==> src/rtl/stws_pkg.sv <==
// Package for the weighted sum tree selector: widths, codes and types.
// Used by every module in rtl/.
package stws_pkg;
   localparam int LEVELS      = 10;
   localparam int LEAVES      = 1 << LEVELS;
   localparam int WEIGHT_BITS = 32;
   localparam int SUM_BITS    = WEIGHT_BITS + LEVELS;
   localparam int IDX_BITS    = LEVELS;
   localparam int ACT_BITS    = 11;

   localparam logic [1:0] ST_OK    = 2'd0;
   localparam logic [1:0] ST_RANGE = 2'd1;
   localparam logic [1:0] ST_ZERO  = 2'd2;
   localparam logic [1:0] ST_BEYOND = 2'd3;

   localparam logic OP_SET    = 1'b0;
   localparam logic OP_SELECT = 1'b1;

   typedef logic [SUM_BITS-1:0] sum_type;
   typedef logic [IDX_BITS-1:0] idx_type;

   // token handed from one stws_sel_cell to the next; node grows by one bit per
   // level, rest holds the leaf index bits still to be consumed by a set
   typedef struct packed {
      logic    valid;
      logic    op;
      idx_type node;
      idx_type rest;
      sum_type val;
   } tok_type;
endpackage

==> src/rtl/stws_level_cell.sv <==
// Partial sums of one tree level: a memory with one write port and a registered read.
// Depends on stws_pkg. Written and read by the stws_sel_cell of the same level.
module stws_level_cell #(
   parameter int LVL = 1
) (
   input  logic              clock,
   input  logic              wr_en,
   input  stws_pkg::idx_type wr_addr,
   input  stws_pkg::sum_type wr_data,
   input  stws_pkg::idx_type rd_addr,
   output stws_pkg::sum_type rd_data
);
   localparam int DEPTH = 1 << LVL;

   stws_pkg::sum_type mem [DEPTH];
   stws_pkg::sum_type rd_ff;

   always_ff @(posedge clock) begin
      if (wr_en) begin
         mem[wr_addr[LVL-1:0]] <= wr_data;
      end
      rd_ff <= mem[rd_addr[LVL-1:0]];
   end

   assign rd_data = rd_ff;
endmodule

==> config.mk <==
export PLATFORM = sky130hd
export DESIGN_NAME = stws_level_cell
export DESIGN_NICKNAME = d
export VERILOG_FILES = /design/src/rtl/stws_pkg.sv /design/src/rtl/stws_level_cell.sv
export SDC_FILE = /design/constraint.sdc
export NUM_CORES = 1
export LEC_CHECK = 0
export BUFFER_PORTS_ARGS = -buffer_cell sky130_fd_sc_hd__buf_2
export CAP_MARGIN = 20
export CORE_MARGIN = 2
export CORE_UTILIZATION = 25
export DETAILED_ROUTE_END_ITERATION = 8
export GPL_ROUTABILITY_DRIVEN = 0
export MAX_ROUTING_LAYER = met4
export PLACE_DENSITY = 0.51
export SLEW_MARGIN = 15
export SYNTH_ARGS = -nofsm -noshare
export SYNTH_HDL_FRONTEND = slang
export SYNTH_SLANG_ARGS = --single-unit
==> constraint.sdc <==
create_clock -name clock -period 3.7 [get_ports clock]
set_input_delay 0.74 -clock clock [delete_from_list [all_inputs] [get_ports clock]]
set_output_delay 0.74 -clock clock [all_outputs]
set_load 0.01 [all_outputs]
# Yosys cells after proc, flatten, opt, wreduce, memory -nomap -nowiden
# Memory sizes are Yosys's and may differ from the RTL's. A register that Yosys moved wholly into a read port is not among the register bits.
# Cells that the tools add are included.
word_totals:
  mem_bits_rw: 84
  out_inout_bits: 42
  regBits: 0
  n_memories: 1
  wordCells: 3
  in_bits: 64
op_classes:
  mux: 2
memory_table:
  columns: ["name", "depth", "word_bits", "read_ports", "rd_clocked_by_memory_dff", "wr", "line", "text"]
  rows:
  - ["mem", 2, 42, 1, 1, 1, "stws_level_cell.sv:15", "stws_pkg::sum_type mem [DEPTH];"]
ops:
  columns: ["cell", "count"]
  rows:
  - ["2-to-1 mux 1 bit", 2]

# Logic depth before layout (Yosys ltp)
depth:
  depth_word: 2
  depth_mapped: 3
  ltp_nobuf: 1

# Worst setup path after synthesis
# Ideal clock, no wire load.
synth_path:
  path_type: "input -> register"
  start: "in wr_addr[0]"
  end: "mem mem[0][0] in the netlist's numbering (enable)"
  n_path_buf: 0
  cell_stages: 1
  setup_slack_ns: 0.620
  required_time_ns: 3.253
  setup_ns: 0.447
  t_arrival_ns: 2.633
  cell_sequence: "nor2b_1"
synth_lines:
  columns: ["item", "line", "text"]
  rows:
  - ["start: declaration", "stws_level_cell.sv:8", "input stws_pkg::idx_type wr_addr,"]
  - ["end: declaration", "stws_level_cell.sv:15", null]
# Straight into the memory's write port.

# Final worst setup path
layout_path:
  start: "reg rd_ff[40], in the netlist rd_data[40], read port of mem"
  end: "out rd_data[40]"
layout_lines:
  columns: ["item", "line", "text"]
  rows:
  - ["start: declaration", "stws_level_cell.sv:16", "stws_pkg::sum_type rd_ff;"]
  - ["end: declaration", "stws_level_cell.sv:11", "output stws_pkg::sum_type rd_data"]
# No word-level cell between the ends.

==> run metrics <==
register area share after synthesis 82.2%; commonest non-fill, non-tap cell in the layout buf_2; Total GRT Usage 8.44%; initial antenna violation count 0; cts hold-fix bufs 0; routed length per instance 13.2 microns; Min Hold Slack 466 ps; Yosys top cell area share 61.7%; worst-case clock skew 4.60 ps; DP Worst Slack 1440 ps; crit path max fanout 1; # DRC 0; die height 132 microns; FILL cells 1,555; critical path's slowest cell dfxtp_1; area grow syn2layout 30.1%; status complete, no violations; clock power share 47.6%; core area 15,900 sq um; Root Driver clkbuf_16; Post-Synth XOR/XNOR Area 0%; Die W 132 microns; row count 46; YS warnings 0; ratio of cells with drive above 1 in the final layout 54.5%; area of the multi-input gates 646 sq um; period utilisation layout 43.3%; Synth Area in Simple Gates 0.306%; flops & latches, synth 126; Worst setup EP type output port; Final nets 341; clk sink count 126; CTS tree built; CTS buffer count 17; cell count after synthesis 175; most frequent cells in the layout buf_2, edfxtp_1, dfxtp_1; multiplexer share of the synthesized area 15.2%; Synth Area in Adders 0%; Sw Share 19.4%; Clk pin slew, worst setup/hold paths 60 ps; Port-buffer cells 87; critical path's top delay family flip-flops; max cap viols 0; Starting Density 25.7%; max-slew violation count 0; launching point of the worst reg2reg path mem[0][31]$_DFFE_PP_; Post-Syn Area 4090 sq um; Tot Pwr 3.52 mW; worst-margin pin slew 816 ps; CP cell instances buf_2; Clock Latency Late Sink 400 ps; Pint 2.83 mW; main combinational cell family by area after synthesis multiplexers; Ant. Diodes 0; Sum Neg Setup Slack 0 ps; Final ANT Viol Nets 0; DR iter-0 viols 94; library cells used by synthesis 8; routed vias 1,847; Post-Syn Nets 239; kind of critical path reg2out; max incr delay on CP 300 ps; cts repair resizes 0; Via density 3.65; RSZ-0062 raised after global routing false; final setup vio count 0; CP Data Required Time 2960 ps; vias in the first global route 1,926; Slew headroom 45.6%; Final Critical Period 1600 ps; largest area contributor in the netlist edfxtp_1; Max IR drop VDD 0.278 mV; # IOs 106; Storage cell area 3360 sq um; PwrDens 661 nW/um^2; largest net degree at the start of global routing 43; first-pass GRT wire length 10.4 mm; Max Freq 625 MHz; Critical Path Source rd_data[40]$_DFF_P_; ranking of synthesized cells by area edfxtp_1, dfxtp_1, mux2_4, buf_12, mux2_2; crit path launch type register; total gr overflow 0; DRT Pass-1 Iters 3; PnR worst setup slack 2100 ps; postcts setup bufs 0; Seq pwr share 46.6%; Max Buffers Root-to-Sink 2; combinational power share 5.7%; htree depth 4; compound-gate portion of the synthesized area 0%; Total Wirelength 6.69 mm; leakage 2.13 nW; hold path start mem[0][1]$_DFFE_PP_; Worst Path Buf+Inv 1; HP Class reg2reg; Worst EP arrival 860 ps; Die ar. 17,400 sq um; Hold Vio Cnt, Final 0; Mean Syn Cell Area 23.4 sq um; Psw 0.682 mW
synthesized netlist by cell type (all sizes together):
master and n:
nor2b 1, mux2 42, and2 1, buf 5, edfxtp 84, dfxtp 42
power by group through the flow:
stage / Combinational [mW] / Sequential (mW) / Clock, mW
after floorplan: 0.0986 / 1.69 / 0
after CTS: 0.207 / 1.64 / 1.72
after detailed placement: 0.206 / 1.67 / 0
final: 0.202 / 1.64 / 1.67
after global placement: 0.201 / 1.67 / 0
after global routing: 0.216 / 1.65 / 1.79
metal layers:
layer	vias to the layer above	GRT usage (%)	routed length, microns
met4	0	5.07	144
met3	9	4.15	415
met2	61	12.5	3240
met1	912	9.13	2880
li1	865	-	-
met5	-	-	0
path summary, 6_finish.rpt:
path / endpoint / slack (ps) / cells after the start
min: rd_data[1]$_DFF_P_ / 470 / 1
min reg2reg: rd_data[1]$_DFF_P_ / 470 / 1
max: rd_data[40] / 2100 / 1
max reg2reg: rd_data[31]$_DFF_P_ / 2940 / 1
cell families (layout without fill, tap and decap cells):
kind of cell / Yosys count / after routing
buffers and inverters: 5 / 120
flip-flops: 126 / 126
multiplexers: 42 / 42
AND/OR/NAND/NOR: 2 / 2
stage by stage:
stage	instance area (sq um)	util [%]	instances
floorplan	4090	-	175
global placement	4720	29.6	474
detailed placement	4720	29.6	474
CTS	5320	33.4	506
global route	5320	33.4	506
finish	5320	33.4	506
layout make-up:
class	count	share of cell area, %
Timing Repair Buffer	88	8.37
Sequential cell	126	63.2
Clock inverter	8	2.14
Multi-Input combinational cell	44	12.1
Clock buffer	24	9.08
Tap cell	216	5.08
sequential cells by signal, indices dropped and copies added, names as in the netlist:
register / cells
mem: 84
rd_data: 42
No activity file was read; power rests on OpenSTA's default activity.
