$ cat src/rtl/stws_pkg.sv
// Package for the weighted sum tree selector: widths, codes and types.
// Used by every module in rtl/.
package stws_pkg;
   localparam int LEVELS      = 10;
   localparam int LEAVES      = 1 << LEVELS;
   localparam int WEIGHT_BITS = 32;
   localparam int SUM_BITS    = WEIGHT_BITS + LEVELS;
   localparam int IDX_BITS    = LEVELS;
   localparam int ACT_BITS    = 11;

   localparam logic [1:0] ST_OK    = 2'd0;
   localparam logic [1:0] ST_RANGE = 2'd1;
   localparam logic [1:0] ST_ZERO  = 2'd2;
   localparam logic [1:0] ST_BEYOND = 2'd3;

   localparam logic OP_SET    = 1'b0;
   localparam logic OP_SELECT = 1'b1;

   typedef logic [SUM_BITS-1:0] sum_type;
   typedef logic [IDX_BITS-1:0] idx_type;

   // token handed from one stws_sel_cell to the next; node grows by one bit per
   // level, rest holds the leaf index bits still to be consumed by a set
   typedef struct packed {
      logic    valid;
      logic    op;
      idx_type node;
      idx_type rest;
      sum_type val;
   } tok_type;
endpackage

$ cat src/rtl/stws_sel_cell.sv
// One tree level step: adds a set difference on its node or takes one descent step.
// Depends on stws_pkg; the level's sums sit in a stws_level_cell wired by the top level.
module stws_sel_cell (
   input  logic              clock,
   input  logic              reset,
   input  logic              clr_en,
   input  stws_pkg::idx_type clr_addr,
   input  stws_pkg::tok_type ahead,
   input  stws_pkg::tok_type tok_in,
   output stws_pkg::tok_type tok_out,
   output stws_pkg::tok_type nxt,
   output logic              ram_we,
   output stws_pkg::idx_type ram_waddr,
   output stws_pkg::sum_type ram_wdata,
   output stws_pkg::idx_type ram_raddr,
   input  stws_pkg::sum_type ram_rdata
);
   localparam int IB = stws_pkg::IDX_BITS;

   stws_pkg::tok_type tok_ff, tok_in_n;
   stws_pkg::idx_type addr;
   logic rd_bit, wr_bit, go_right;

   // read ahead for the token the previous cell hands over next
   assign rd_bit    = (ahead.op == stws_pkg::OP_SET) ? ahead.rest[IB-1] : 1'b0;
   assign ram_raddr = {ahead.node[IB-2:0], rd_bit};
   assign wr_bit    = (tok_in.op == stws_pkg::OP_SET) ? tok_in.rest[IB-1] : 1'b0;
   assign addr      = {tok_in.node[IB-2:0], wr_bit};
   assign go_right  = tok_in.val > ram_rdata;

   assign ram_we    = clr_en || (tok_in.valid && tok_in.op == stws_pkg::OP_SET);
   assign ram_waddr = clr_en ? clr_addr : addr;
   assign ram_wdata = clr_en ? '0 : ram_rdata + tok_in.val;

   always_comb begin
      tok_in_n      = tok_in;
      tok_in_n.rest = {tok_in.rest[IB-2:0], 1'b0};
      tok_in_n.node = addr;
      if (tok_in.op == stws_pkg::OP_SELECT) begin
         tok_in_n.node = {tok_in.node[IB-2:0], go_right};
         if (go_right) begin
            tok_in_n.val = tok_in.val - ram_rdata;
         end
      end
   end

   assign nxt = tok_in_n;

   always_ff @(posedge clock) begin
      if (reset) begin
         tok_ff.valid <= 1'b0;
      end else begin
         tok_ff.valid <= tok_in.valid;
      end
      tok_ff.op   <= tok_in_n.op;
      tok_ff.node <= tok_in_n.node;
      tok_ff.rest <= tok_in_n.rest;
      tok_ff.val  <= tok_in_n.val;
   end

   assign tok_out = tok_ff;
endmodule
$ cat config.mk
export PLATFORM = sky130hd
export DESIGN_NAME = stws_sel_cell
export DESIGN_NICKNAME = d
export VERILOG_FILES = /design/src/rtl/stws_pkg.sv /design/src/rtl/stws_sel_cell.sv
export SDC_FILE = /design/constraint.sdc
export NUM_CORES = 1
export LEC_CHECK = 0
export BUFFER_PORTS_ARGS = -buffer_cell sky130_fd_sc_hd__buf_2
export CORE_MARGIN = 10
export CORE_UTILIZATION = 43
export DETAILED_ROUTE_END_ITERATION = 16
export PLACE_DENSITY = 0.89
export SLEW_MARGIN = 10
export SYNTH_ARGS = -nofsm -noshare
export SYNTH_HDL_FRONTEND = slang
export SYNTH_SLANG_ARGS = --single-unit
$ cat constraint.sdc
create_clock -name clock -period 3 [get_ports clock]
set_clock_uncertainty 0.1 [all_clocks]
set_input_delay 0.15 -clock clock [delete_from_list [all_inputs] [get_ports clock]]
set_output_delay 0.15 -clock clock [all_outputs]
set_load 0.01 [all_outputs]
After elaboration in Yosys (flattened, before gate mapping)
Cells that the tools add are included.

Latch bits: 0. Memory bits (read-only): 0. Bits in registers: 63. Output and inout port bits: 191. Logic and storage cells: 18. Memories kept: 0. Bits in writable memories: 0.

Add/subtract/negate cells: 2. Muxes and demuxes: 7. Magnitude comparators: 1. Equality and inequality tests: 0. $mul: 0. Divide/modulo/power cells: 0. Bitwise logic cells: 1. Shift operators: 0. Reductions and logical operators: 2.

Operators by type and width (count): 42-bit 2-to-1 mux (3); 42-bit adder (1); 42-bit > comparator (1); 42-bit subtractor (1); 10-bit 2-to-1 mux (1); 1-bit 2-to-1 mux (3); 1-bit logical AND (1); 1-bit logical OR (1); 1-bit NOT (1).

Logic depth before layout (Yosys ltp)
Word-level depth: 3. Mapped depth: 13. Depth with buffers taken out: 12.

Worst setup path after synthesis
Ideal clock, no wire load.

Path kind: input to output. Start: in tok_in[0] (netlist name). End: out nxt[2] (netlist name). Data arrival time: 2641 ps. Data required time: 2750 ps. Path buffers: 1. Stages on the path: 12. Setup slack: 109 ps. Path through: inv_1 ha_1 fa_1 nand2b_1 a21o_1 a21oi_1 nor4_1 nor3_1 a21oi_1 o21ai_1 buf_2 mux2_1.

RTL lines: from (decl) (RTL line stws_sel_cell.sv:9) `input stws_pkg::tok_type tok_in,`; to (decl) (RTL line stws_sel_cell.sv:11) `output stws_pkg::tok_type nxt,`.

Worst setup path in the final report
Start: in ram_rdata[9]. End: out ram_wdata[40].

Longest elaborated chain between the ends: 2.

RTL lines: from (decl) (RTL line stws_sel_cell.sv:16) `input stws_pkg::sum_type ram_rdata`; 42-bit adder (RTL line stws_sel_cell.sv:33) `assign ram_wdata = clr_en ? '0 : ram_rdata + tok_in.val;`; 42-bit 2-to-1 mux (RTL line stws_sel_cell.sv:33); to (decl) (RTL line stws_sel_cell.sv:14) `output stws_pkg::sum_type ram_wdata,`.

No other way between the ends.

==> summary.txt <==
Global route
  • Met3 usage: 0.0627
  • Total congestion overflow: 0
  • GR Util met2: 0.518
  • Largest net degree at the start of global routing: 27
  • Global-route wire length before repair: ~54 mm
  • Met1 Use GR: 0.340
  • Number of global-route vias before repair: 9,906
  • GRT Util Overall: 0.298
  • GR peak layer: met2
  • Initial antenna violation count: 0

Route
  • DRT antenna net count: 0
  • Detailed-router iteration count before antenna repair: 9
  • Vias: approximately 10,000
  • DRC: 0
  • Via-per-instance ratio: between 5 and 6
  • Detailed Route WL: 40.3 mm
  • DRT iter0 DRCs: roughly 1,400
  • DR WL/cell: approximately 23 um

Clock tree
  • # H-tree levels: 3
  • Clock Path Buffers: 2
  • CTS clk-pin slew, worst paths: about 70 ps
  • CTS buffer count: 9
  • CTS tree: done
  • CTS sink cnt: 63
  • CTS Root Buffer Type: clkbuf_16

Layout
  • Fraction of layout cells with a size suffix above 1: 0.559
  • Multi-input gate area: 0.00664 sq mm
  • Fillers: 898
  • N_diodes: 0
  • NumNets Final: 1,792
  • Reg area: about 0.0013 sq mm
  • Area delta synth->final: 85.4%
  • Final Non-Filler Cells: roughly 1,700
  • Max reg flops: 63
  • Most common cell after layout, fill and taps aside: buf_4
  • Commonest non-fill, non-tap cells in the layout: buf_4 (262), buf_2 (251), nor2_1 (93), buf_6 (77), inv_1 (66)

Timing
  • Slew headroom: 0.563
  • Final Max Slew Viols: 0
  • Fmax: roughly 300 MHz
  • Post-route setup slack: -239 ps
  • Min Tclk post-route: roughly 3200 ps
  • RSZ-0062 raised after global routing: yes
  • # setup viols final: 34
  • Least-Margin Pin Slew: roughly 660 ps
  • Setup_tns: -2600 ps
  • Final hold slack: a little under 10 ps
  • Final worst-path cycle share: 1.08
  • Final Hold Vio Count: 0

Place
  • Dpl hpwl: 26.2 mm
  • Pre-CTS WS: -493 ps
  • PortBufs: about 300
  • Placer Congestion: 0.978
  • Placed cell count: 1,632

Critical path
  • Startpoint types: input pin
  • Worst Path Arrival: around 3000 ps
  • CP endpoint kind: output pin
  • Critical path class: in2out
  • Crit path from: ram_rdata[9]
  • Crit-path max FO: 5
  • Critical Path End: ram_wdata[40]
  • CP required: roughly 2800 ps

Power and ir drop
  • Maximum vdd drop: ~0.37 mV
  • P per Cell Area: 393 mW/mm^2
  • Leakage: ~6.6 nW

Floorplan
  • Number of top-level pins: between 300 and 400
  • Die area: 0.0226 sq mm
  • Initial Utilization: 0.439
  • Die extent in x: roughly 150 um
  • Core area: about 0.017 sq mm
  • Std cell rows: 47
  • Die height: around 150 um

Worst hold path
  • Hold Crit Class: in2reg

Synth
  • Sequential share of the synthesized area: 0.173
  • Seq cells post-synth: between 60 and 70
  • Synth cell types: 73
  • Post-synth top flop: dfxtp_1
  • Yosys warnings: 0
  • Post-synth EDFFs: 0
  • Syn Std Cell Area: 0.00731 sq mm
  • Gate Count Post-Synth: between 900 and 1,000
  • Post-Syn Area per Cell: 7.64 sq um
  • Async S/R FF share, synth: 0

Flow run
  • Max Cap Violations: 0

Run status
  • Failing checks: setup timing
  • Status: complete, but fails checks
## kinds of logic (layout without fill, tap and decap cells)
family / after synthesis / after routing / synth area share
AOI/OAI and AO/OA: 269 / 269 / 0.246
and+or+nand+nor: 255 / 255 / 0.170
buffers and inverters: 169 / 740 / 0.110
adders and majority gates: 85 / 85 / 0.148
xor gates and xnor gates: 66 / 66 / 0.0791
DFF: 63 / 63 / 0.173
muxes: 49 / 49 / 0.0755
other: 1 / 2 / 0.000513
## final cells by class
type,instances,share of cell area
multi-input combinational,726,0.490
clock inverter,7,0.00739
sequential,63,0.0931
tap,220,0.0203
inverter,86,0.0251
clock buffer,9,0.0166
timing repair buffer,638,0.347
## critical path: stages
cell and delay, ps:
buf_2 100, inv_2 50, ha_4 270, buf_6 110, inv_1 60, a21oi_2 310
o31ai_4 130, a221oi_2 340, buf_4 170, a21oi_2 90, o31ai_4 310, o21ai_2 130
a221oi_2 310, mux2_4 330, buf_6 120
## stage by stage
| step | util | area (sq um) | power [mW] |
|---|---|---|---|
| after floorplan | - | 7310 | 2.18 |
| after global placement | 0.626 | 10400 | 3.19 |
| after detailed placement | 0.626 | 10400 | 3.22 |
| after CTS | 0.752 | 12500 | 4.87 |
| after global routing | 0.814 | 13600 | 5.49 |
| final | 0.814 | 13600 | 5.32 |
## how the worst min path moves through the flow
| stage | start | endpoint | slack, ps | cells past startpoint |
|---|---|---|---|---|
| after CTS | tok_in[33] | tok_out[33] | 7 | 3 |
| final | tok_in[23] | tok_out[23] | 10 | 2 |
| after global routing | tok_in[23] | tok_out[23] | 20 | 2 |
| after floorplan | tok_in[42] | tok_out[43] | 80 | 0 |
| after global placement | tok_in[50] | tok_out[51] | 160 | 1 |
| after detailed placement | tok_in[47] | tok_out[48] | 170 | 1 |
## power by group
part / switching, mW / internal [mW] / total [mW]
Sequential: 0.0234 / 0.926 / 0.949
Clock: 0.474 / 0.738 / 1.21
Combinational: 1.63 / 1.53 / 3.16
Total: 2.13 / 3.19 / 5.32
## per-layer routing
metal	share of wire	wire, um	vias up
li1	-	-	4444
met1	0.35	14100	4830
met2	0.47	19100	841
met3	0.11	4250	268
met4	0.071	2860	0
met5	0	0	-
## what timing repair did
action | 4_1_cts | 5_1_grt
endpoints found under the hold margin | 33 | 1
setup buffers | 36 | 36
gates resized for setup | 228 | 166
hold buffers | 33 | 1
setup endpoints to repair | 66 | 62
pin swaps | 64 | 91
gates cloned | 3 | 1
## Yosys cell counts (all sizes together) (12+ instances only)
cell	count	area, sq um
dfxtp	63	1260
buf	65	410
nor4	16	100
a21oi	91	459
clkbuf	18	67.6
ha	83	1040
nor2b	15	93.8
nand2	45	171
nor3	13	75.1
xnor2	57	499
nand3	18	95.1
nor2	98	368
o21bai	16	120
mux2	49	552
inv	86	323
o31ai	12	109
a21o	31	233
o21ai	46	234
Power figures use the tool's default switching activity.
